## src/rtl/core/cfc_pkg.sv

```systemverilog
// Shared constants, codes and types for the centered FIR correlation block.
// Used by centered_fir_correlation, cfc_checker and tb_top; depends on nothing else.
package cfc_pkg;

    localparam int MAX_TAPS  = 64;
    localparam int TAP_AW    = $clog2(MAX_TAPS);
    localparam int TCNT_W    = 7;
    localparam int MAX_LEN   = 65536;
    localparam int SEEN_W    = $clog2(MAX_LEN) + 1;
    localparam int SAMPLE_W  = 16;
    localparam int PROD_W    = 2 * SAMPLE_W;
    localparam int ACC_W     = 40;
    localparam int POS_W     = 16;
    localparam int FRAC_BITS = 15;
    localparam int PADDR_W   = 3;
    localparam int PDATA_W   = 32;

    localparam logic [TCNT_W-1:0] TAP_COUNT_RESET = TCNT_W'(5);

    // Input opcodes.
    localparam logic OP_COEF   = 1'b0;
    localparam logic OP_SAMPLE = 1'b1;

    // Register word index (paddr[2]).
    localparam logic REG_TAP_COUNT = 1'b0;

    typedef enum logic [1:0] {
        ST_IDLE,
        ST_MAC,
        ST_DRAIN,
        ST_EMIT
    } cfc_state_t;

endpackage

```

## src/rtl/core/cfc_ram.sv

```systemverilog
// Generic single-port-write, single-port-read RAM with a registered read.
// Standalone; used for the mask and the sample history.
module cfc_ram #(
    parameter int WIDTH = 16,
    parameter int DEPTH = 64
) (
    input  logic                     clk,
    input  logic                     we,
    input  logic [$clog2(DEPTH)-1:0] waddr,
    input  logic [WIDTH-1:0]         wdata,
    input  logic [$clog2(DEPTH)-1:0] raddr,
    output logic [WIDTH-1:0]         rdata
);

    logic [WIDTH-1:0] mem [DEPTH];

    always_ff @(posedge clk)
    begin
        if (we)
        begin
            mem[waddr] <= wdata;
        end
        rdata <= mem[raddr];
    end

endmodule

```

## src/rtl/core/centered_fir_correlation.sv

```systemverilog
// Centered 1-D FIR correlation with a loaded Q1.15 mask and a circular sample history.
// Depends on cfc_pkg and cfc_ram.
// Flow: words are taken only while idle (in_stall is high otherwise). Each result a sample word
// causes is summed by the single multiply-accumulate that walks the T taps in use (one per cycle)
// through the two RAM read ports. Up to (T+1)/2 results per
// sample on the last word of a run. Reset (rst_n, async, low) clears control state and sets
// tap_count to 5; history needs no clearing pass, mask contents are undefined until written.
module centered_fir_correlation (
    input  logic                             clk,
    input  logic                             rst_n,
    // APB-style configuration port
    input  logic                             psel,
    input  logic                             penable,
    input  logic                             pwrite,
    input  logic [cfc_pkg::PADDR_W-1:0]      paddr,
    input  logic [cfc_pkg::PDATA_W-1:0]      pwdata,
    output logic [cfc_pkg::PDATA_W-1:0]      prdata,
    output logic                             pready,
    // Input channel
    input  logic                             in_valid,
    output logic                             in_stall,
    input  logic                             opcode,
    input  logic [cfc_pkg::TAP_AW-1:0]       coef_index,
    input  logic signed [cfc_pkg::SAMPLE_W-1:0] value,
    input  logic                             is_last,
    // Output channel
    output logic                             out_valid,
    input  logic                             out_stall,
    output logic [cfc_pkg::POS_W-1:0]        position,
    output logic signed [cfc_pkg::SAMPLE_W-1:0] filtered,
    output logic                             last_of_run
);

    localparam int TAP_AW   = cfc_pkg::TAP_AW;
    localparam int TCNT_W   = cfc_pkg::TCNT_W;
    localparam int SEEN_W   = cfc_pkg::SEEN_W;
    localparam int SAMPLE_W = cfc_pkg::SAMPLE_W;
    localparam int PROD_W   = cfc_pkg::PROD_W;
    localparam int ACC_W    = cfc_pkg::ACC_W;
    localparam int POS_W    = cfc_pkg::POS_W;
    localparam int FRAC     = cfc_pkg::FRAC_BITS;
    localparam int R_W      = TCNT_W + 2;
    localparam int RND_W    = ACC_W + 1;
    localparam int Q_W      = RND_W - FRAC;

    // ---------------- configuration ----------------
    logic [TCNT_W-1:0] tap_count_reg;
    logic              cfg_wr;

    assign pready = 1'b1;
    assign cfg_wr = psel && penable && pwrite && (paddr[2] == cfc_pkg::REG_TAP_COUNT);
    assign prdata = (paddr[2] == cfc_pkg::REG_TAP_COUNT)
                  ? cfc_pkg::PDATA_W'(tap_count_reg) : '0;

    always_ff @(posedge clk or negedge rst_n)
    begin
        if (!rst_n)
        begin
            tap_count_reg <= cfc_pkg::TAP_COUNT_RESET;
        end
        else if (cfg_wr)
        begin
            tap_count_reg <= pwdata[TCNT_W-1:0];
        end
    end

    // ---------------- state ----------------
    cfc_pkg::cfc_state_t state_reg, state_next;

    logic [TAP_AW-1:0] wp_reg;
    logic [SEEN_W-1:0] seen_reg;
    logic [SEEN_W-1:0] valid_reg;
    logic [TCNT_W-1:0] t_reg;
    logic [TAP_AW-1:0] a_reg;
    logic [TAP_AW-1:0] d_reg;
    logic [TAP_AW-1:0] d_last_reg;
    logic              last_reg;
    logic [TAP_AW-1:0] i_reg;
    logic              s1_vld_reg, s1_ok_reg;
    logic              s2_vld_reg;
    logic signed [PROD_W-1:0] prod_reg;
    logic signed [ACC_W-1:0]  acc_reg;

    logic                      out_valid_reg;
    logic [POS_W-1:0]          position_reg;
    logic signed [SAMPLE_W-1:0] filtered_reg;
    logic                      last_of_run_reg;

    // ---------------- accept and setup ----------------
    logic              in_accept;
    logic              smp_accept;
    logic [TCNT_W-1:0] t_eff;
    logic [TAP_AW-1:0] a_eff;
    logic [SEEN_W-1:0] seen_inc;
    logic [TAP_AW-1:0] d_first;
    logic [TAP_AW-1:0] d_last;
    logic              has_result;

    assign in_stall   = (state_reg != cfc_pkg::ST_IDLE);
    assign in_accept  = in_valid && !in_stall;
    assign smp_accept = in_accept && (opcode == cfc_pkg::OP_SAMPLE);

    always_comb
    begin
        t_eff = tap_count_reg;
        if (tap_count_reg == '0)
        begin
            t_eff = TCNT_W'(1);
        end
        else if (tap_count_reg > TCNT_W'(cfc_pkg::MAX_TAPS))
        begin
            t_eff = TCNT_W'(cfc_pkg::MAX_TAPS);
        end
        // Taps after the center; the center is t/2.
        a_eff = TAP_AW'(t_eff - TCNT_W'(1) - (t_eff >> 1));
        seen_inc = (seen_reg == SEEN_W'(cfc_pkg::MAX_LEN)) ? seen_reg : seen_reg + SEEN_W'(1);
        // Leading outputs whose centers lie before the first sample are skipped.
        if (seen_inc <= SEEN_W'(a_eff))
        begin
            d_first = TAP_AW'(SEEN_W'(a_eff) + SEEN_W'(1) - seen_inc);
        end
        else
        begin
            d_first = '0;
        end
        d_last     = is_last ? a_eff : '0;
        has_result = (d_first <= d_last);
    end

    // ---------------- MAC addressing ----------------
    logic signed [R_W-1:0] r_idx;
    logic                  r_ok;
    logic [TAP_AW-1:0]     hist_raddr;
    logic [SAMPLE_W-1:0]   mask_rdata, hist_rdata;
    logic                  mac_done;
    logic                  pipe_empty;
    logic                  out_free;

    always_comb
    begin
        r_idx = R_W'(t_reg) - R_W'(1) - R_W'(d_reg) - R_W'(i_reg);
        // History entries older than the current run read as zero.
        r_ok  = !r_idx[R_W-1] && (SEEN_W'(r_idx[TAP_AW-1:0]) < valid_reg);
        hist_raddr = wp_reg - r_idx[TAP_AW-1:0];
    end

    assign mac_done   = (TCNT_W'(i_reg) == t_reg - TCNT_W'(1));
    assign pipe_empty = !s1_vld_reg && !s2_vld_reg;
    assign out_free   = !out_valid_reg || !out_stall;

    cfc_ram #(
        .WIDTH (SAMPLE_W),
        .DEPTH (cfc_pkg::MAX_TAPS)
    ) u_mask_ram (
        .clk   (clk),
        .we    (in_accept && (opcode == cfc_pkg::OP_COEF)),
        .waddr (coef_index),
        .wdata (value),
        .raddr (i_reg),
        .rdata (mask_rdata)
    );

    cfc_ram #(
        .WIDTH (SAMPLE_W),
        .DEPTH (cfc_pkg::MAX_TAPS)
    ) u_hist_ram (
        .clk   (clk),
        .we    (smp_accept),
        .waddr (wp_reg + TAP_AW'(1)),
        .wdata (value),
        .raddr (hist_raddr),
        .rdata (hist_rdata)
    );

    // ---------------- rounding of the finished sum ----------------
    logic signed [RND_W-1:0] rnd_sum;
    logic signed [Q_W-1:0]   rnd_q;
    logic signed [SAMPLE_W-1:0] rnd_sat;
    logic [SEEN_W:0]         pos_full;
    logic [POS_W-1:0]        pos_sat;

    always_comb
    begin
        rnd_sum = RND_W'(acc_reg) + RND_W'(1 << (FRAC - 1));
        rnd_q   = rnd_sum[RND_W-1:FRAC];
        if (rnd_q > Q_W'(32767))
        begin
            rnd_sat = 16'sh7FFF;
        end
        else if (rnd_q < -Q_W'(32768))
        begin
            rnd_sat = 16'sh8000;
        end
        else
        begin
            rnd_sat = rnd_q[SAMPLE_W-1:0];
        end
        pos_full = (SEEN_W + 1)'(valid_reg) - (SEEN_W + 1)'(1) - (SEEN_W + 1)'(a_reg)
                 + (SEEN_W + 1)'(d_reg);
        pos_sat  = (pos_full > (SEEN_W + 1)'(16'hFFFF)) ? 16'hFFFF : pos_full[POS_W-1:0];
    end

    // ---------------- control ----------------
    always_comb
    begin
        state_next = state_reg;
        unique case (state_reg)
            cfc_pkg::ST_IDLE:
            begin
                if (smp_accept && has_result)
                begin
                    state_next = cfc_pkg::ST_MAC;
                end
            end
            cfc_pkg::ST_MAC:
            begin
                if (mac_done)
                begin
                    state_next = cfc_pkg::ST_DRAIN;
                end
            end
            cfc_pkg::ST_DRAIN:
            begin
                if (pipe_empty)
                begin
                    state_next = cfc_pkg::ST_EMIT;
                end
            end
            cfc_pkg::ST_EMIT:
            begin
                if (out_free)
                begin
                    state_next = (d_reg == d_last_reg) ? cfc_pkg::ST_IDLE : cfc_pkg::ST_MAC;
                end
            end
            default:
            begin
                state_next = cfc_pkg::ST_IDLE;
            end
        endcase
    end

    logic issue;
    logic load_out;

    always_comb
    begin
        issue    = 1'b0;
        load_out = 1'b0;
        unique case (state_reg)
            cfc_pkg::ST_MAC:  issue    = 1'b1;
            cfc_pkg::ST_EMIT: load_out = out_free;
            default:
            begin
                issue    = 1'b0;
                load_out = 1'b0;
            end
        endcase
    end

    always_ff @(posedge clk or negedge rst_n)
    begin
        if (!rst_n)
        begin
            state_reg     <= cfc_pkg::ST_IDLE;
            wp_reg        <= '0;
            seen_reg      <= '0;
            i_reg         <= '0;
            d_reg         <= '0;
            s1_vld_reg    <= 1'b0;
            s2_vld_reg    <= 1'b0;
            out_valid_reg <= 1'b0;
        end
        else
        begin
            state_reg  <= state_next;
            s1_vld_reg <= issue;
            s2_vld_reg <= s1_vld_reg;
            if (smp_accept)
            begin
                wp_reg   <= wp_reg + TAP_AW'(1);
                seen_reg <= is_last ? '0 : seen_inc;
                d_reg    <= d_first;
                i_reg    <= '0;
            end
            else if (issue)
            begin
                i_reg <= i_reg + TAP_AW'(1);
            end
            else if (load_out)
            begin
                d_reg <= d_reg + TAP_AW'(1);
                i_reg <= '0;
            end
            if (load_out)
            begin
                out_valid_reg <= 1'b1;
            end
            else if (!out_stall)
            begin
                out_valid_reg <= 1'b0;
            end
        end
    end

    // Datapath registers.
    always_ff @(posedge clk)
    begin
        if (smp_accept)
        begin
            valid_reg  <= seen_inc;
            t_reg      <= t_eff;
            a_reg      <= a_eff;
            d_last_reg <= d_last;
            last_reg   <= is_last;
        end
        s1_ok_reg <= r_ok;
        prod_reg  <= s1_ok_reg ? PROD_W'($signed(mask_rdata) * $signed(hist_rdata)) : '0;
        if (smp_accept || load_out)
        begin
            acc_reg <= '0;
        end
        else if (s2_vld_reg)
        begin
            acc_reg <= acc_reg + ACC_W'(prod_reg);
        end
        if (load_out)
        begin
            position_reg    <= pos_sat;
            filtered_reg    <= rnd_sat;
            last_of_run_reg <= last_reg && (d_reg == d_last_reg);
        end
    end

    assign out_valid   = out_valid_reg;
    assign position    = position_reg;
    assign filtered    = filtered_reg;
    assign last_of_run = last_of_run_reg;

    // ---------------- assertions ----------------
    a_emit_after_drain: assert property (@(posedge clk) disable iff (!rst_n)
        load_out |-> pipe_empty)
        else $error("result loaded while the MAC pipeline still holds products");

    a_run_clears: assert property (@(posedge clk) disable iff (!rst_n)
        (smp_accept && is_last) |=> (seen_reg == '0))
        else $error("sample count not cleared at end of run");

    a_seen_bound: assert property (@(posedge clk) disable iff (!rst_n)
        seen_reg <= SEEN_W'(cfc_pkg::MAX_LEN))
        else $error("sample count beyond its saturation value");

    a_d_range: assert property (@(posedge clk) disable iff (!rst_n)
        (state_reg != cfc_pkg::ST_IDLE) |-> (d_reg <= d_last_reg))
        else $error("output offset past the last output of this word");

endmodule

```

## config.mk

```make
export PLATFORM = sky130hd
export DESIGN_NAME = centered_fir_correlation
export DESIGN_NICKNAME = d
export VERILOG_FILES = /design/src/rtl/core/cfc_pkg.sv /design/src/rtl/core/cfc_ram.sv /design/src/rtl/core/centered_fir_correlation.sv
export SDC_FILE = /design/constraint.sdc
export NUM_CORES = 2
export LEC_CHECK = 0
export ABC_AREA = 1
export BUFFER_PORTS_ARGS = -buffer_cell sky130_fd_sc_hd__buf_2
export CAP_MARGIN = 20
export CORE_MARGIN = 2
export CORE_UTILIZATION = 35
export CTS_CLUSTER_DIAMETER = 50
export DETAILED_ROUTE_END_ITERATION = 16
export GPL_TIMING_DRIVEN = 1
export PLACE_DENSITY = 0.51
export SLEW_MARGIN = 20
export SYNTH_ARGS = -nofsm -noshare
export SYNTH_HDL_FRONTEND = slang
export SYNTH_SLANG_ARGS = --single-unit
```

## constraint.sdc

```tcl
create_clock -name clk -period 8.1 [get_ports clk]
set_input_delay 0.81 -clock clk [delete_from_list [all_inputs] [get_ports clk]]
set_output_delay 0.81 -clock clk [all_outputs]
set_load 0.02 [all_outputs]
```

==> out/results.txt <==
Status -> completed
CP max FO -> 16
Clock Pin Slew Worst Setup and Hold Paths -> 0.06 ns
Vias -> 67.8k
Post-CTS Setup Bufs -> 0
Area grow syn2layout -> 14.4%
Antenna-violating nets left -> 0
Num rows -> 199
Syn Inst Count -> 8,535
Setup CP Type -> reg2reg
Vias in the first global route -> 67.8k
Max-slew violation count -> 0
GP Congestion -> 0.831
Worst r2r path cells -> 18
First-pass GRT wire length -> 440,000 um
H-tree levels -> 5
Critical path endpoint category -> flip-flop
Core area -> 293,000 sq um
Fillers -> 27.7k
Async SR Flop Fraction -> 0.0207
Period utilisation layout -> 0.791
Worst r2r src -> u_hist_ram.rdata[1]$_DFF_P_
Root cell of the clock tree -> clkbuf_16
RSZ-0062 raised after global routing -> no
Mapped Area -> 103,000 sq um
Ys Warns -> 0
CTS tree -> done
Synth top cells by count -> edfxtp_1, nand2_1, nor2_1
Reg-to-reg critical path endpoint -> prod_reg[31]$_SDFF_PN0_
Post-CTS Resized -> 0
Drt pass-1 iters -> 7
Post-synth EDFFs -> 2,118
Grt ovf -> 0
Starting DRT DRC Count -> 6,226
DR WL/cell -> 23.3 um
CTS Buffer Depth -> 4
CP Launch Type -> flip-flop
Largest net degree at the start of global routing -> 203
Vias/cell -> 5.31
GRT Total Usage -> 0.194
Starting density of the core -> 0.351
Post-synthesis sequential area ratio -> 0.649
Detail Placement HPWL -> 171,000 um
Drt drc -> 0
Ports -> 134
Worst-skew pair later-pin latency -> 0.93 ns
Post-synth cell types -> 62
Yosys top cell area share -> 0.617
Syn Area/Cell -> 12.1 sq um
Largest area contributor in the netlist -> edfxtp_1
CTS sink cnt -> 2,270
Clk_skew -> 0.0776 ns
Dominant cells by area after synthesis -> edfxtp_1, fa_1, o221ai_1, o21ai_0, nand2_1
Final instance area -> 118,000 sq um
Critical path's slowest cell -> fa_1
Data required time of the critical path -> 8.86 ns
Data arrival, critical path -> 7.16 ns
Synth Flop Type -> edfxtp_1
Chip height -> 547 um
FF-to-FF setup slack -> 1.69 ns
IO buf count -> 80
Die W -> 547 um
Initial antenna violation count -> 12
Max stage delay on crit path -> 0.87 ns
Max frequency -> 0.156 GHz
Worst Hold Class -> in2async
WL final -> 297,000 um
Crit-path cells -> nand2_1, inv_1, fa_1, fa_1, inv_1, fa_1, fa_1, fa_1, fa_1, inv_1, ha_1, nand2_1, nor2_1, nand4_1, o221ai_1, a21oi_1, o21ai_0, a21oi_1
Die area -> 299,000 sq um
Final hold violations -> 0
Tmin final -> 6.41 ns
# hold bufs at CTS -> 0
FF+latch count, synth -> 2,270
Worst-Margin Slew -> 1.28 ns
Layout cells sized above 1 -> 0.0917
Final TNS setup -> 0 ns
Total CTS buffers -> 290
Final Setup Violations -> 0
Placement Cell Area -> 108,000 sq um
Max-cap violation count -> 0
Cell with the most instances after synthesis -> edfxtp_1
Nets -> 9,152
CP most frequent cell -> fa_1
Slew headroom -> 0.146
[cells in the final DEF, fill, tap and decap left out, types with 16 or more instances in the layout]
cell type   synthesis  routed
conb_1              2      26
clkinvlp_4          0      25
clkbuf_1          414      47
buf_4              26     188
dfrtp_1            45      41
o22ai_1            21      21
bufinv_16           0      24
dfxtp_1           105     105
o211ai_1           21      21
inv_6               0      16
nand4_1            25      25
or2_2              23      23
a31oi_1            31      31
a32oi_1            16      16
ha_1              192     191
o221ai_1          499     499
nor3_1             34      34
a21o_1             19      19
o21ai_0           788     788
clkinv_1            4      36
xor2_1             74      71
nand3_1           297     297
buf_12              0      16
clkbuf_16           0     296
nor2_1            882     870
fa_1              280     279
nand2_1           946     944
edfxtp_1         2118    2118
clkinv_2            1      37
inv_1             751     747
xnor2_1            32      30
buf_2              46      64
a21oi_1           708     708
o21bai_1           18      18
[cells by family after synthesis]
| group | share of synthesized area |
|---|---|
| compound gates | 0.126 |
| xor+xnor | 0.00964 |
| simple gates | 0.0888 |
| buf+inv | 0.0482 |
| other cells | 0.0000729 |
| flops | 0.649 |
| fa+ha+maj | 0.0777 |
[metal layers]
layer / vias to the layer above / global-route usage / part of all wire
met5: - / 0 / 0.00014
met4: 6 / 0.0499 / 0.024
met3: 411 / 0.0291 / 0.063
met2: 2104 / 0.317 / 0.47
met1: 34300 / 0.269 / 0.44
li1: 30900 / - / -
[per-stage QoR]
step                      utilization  hold slack (ns)  setup slack (ns)  instances
after floorplan                     -            0.355              2.48       8559
after global placement          0.369            0.367              1.64      12200
after detailed placement        0.369            0.380              1.65      12200
after CTS                       0.402           0.0505              1.68      12800
after global routing            0.402            0.101              1.23      12800
final                           0.402           0.0973              1.69      12800
[worst max-delay path, delay by kind of cell, from the launching register on]
kind | cells | cell delay, ns
flops | 1 | 0.82
buf+inv | 3 | 0.33
compound gates | 4 | 0.76
simple gates | 4 | 0.68
fa+ha+maj | 7 | 3.71
[layout make-up]
cell class                      count  area, sq um  share of cell area
Antenna cell                        8         20.0            0.000170
Clock buffer                      351         7690              0.0653
Clock inverter                    171         1890              0.0160
Inverter                          758         2880              0.0244
Multi-Input combinational cell   5013        31400               0.266
Sequential cell                  2270        66900               0.567
Tap cell                         3919         4900              0.0416
Timing Repair Buffer              281         2200              0.0187
[worst max-delay path by stage]
stage,startpoint,to,cells past startpoint
3_5_place_dp,u_hist_ram.rdata[1]$_DFF_P_,prod_reg[31]$_SDFF_PN0_,18
6_report,u_hist_ram.rdata[1]$_DFF_P_,prod_reg[31]$_SDFF_PN0_,18
3_3_place_gp,u_hist_ram.rdata[1]$_DFF_P_,prod_reg[31]$_SDFF_PN0_,18
4_1_cts,u_hist_ram.rdata[1]$_DFF_P_,prod_reg[31]$_SDFF_PN0_,18
2_1_floorplan,u_mask_ram.rdata[15]$_DFF_P_,prod_reg[31]$_SDFF_PN0_,19
5_1_grt,u_hist_ram.rdata[1]$_DFF_P_,prod_reg[29]$_SDFF_PN0_,19
Power is not shown: default switching activity piles up to over one toggle a cycle in this logic, so the estimate is an artifact.
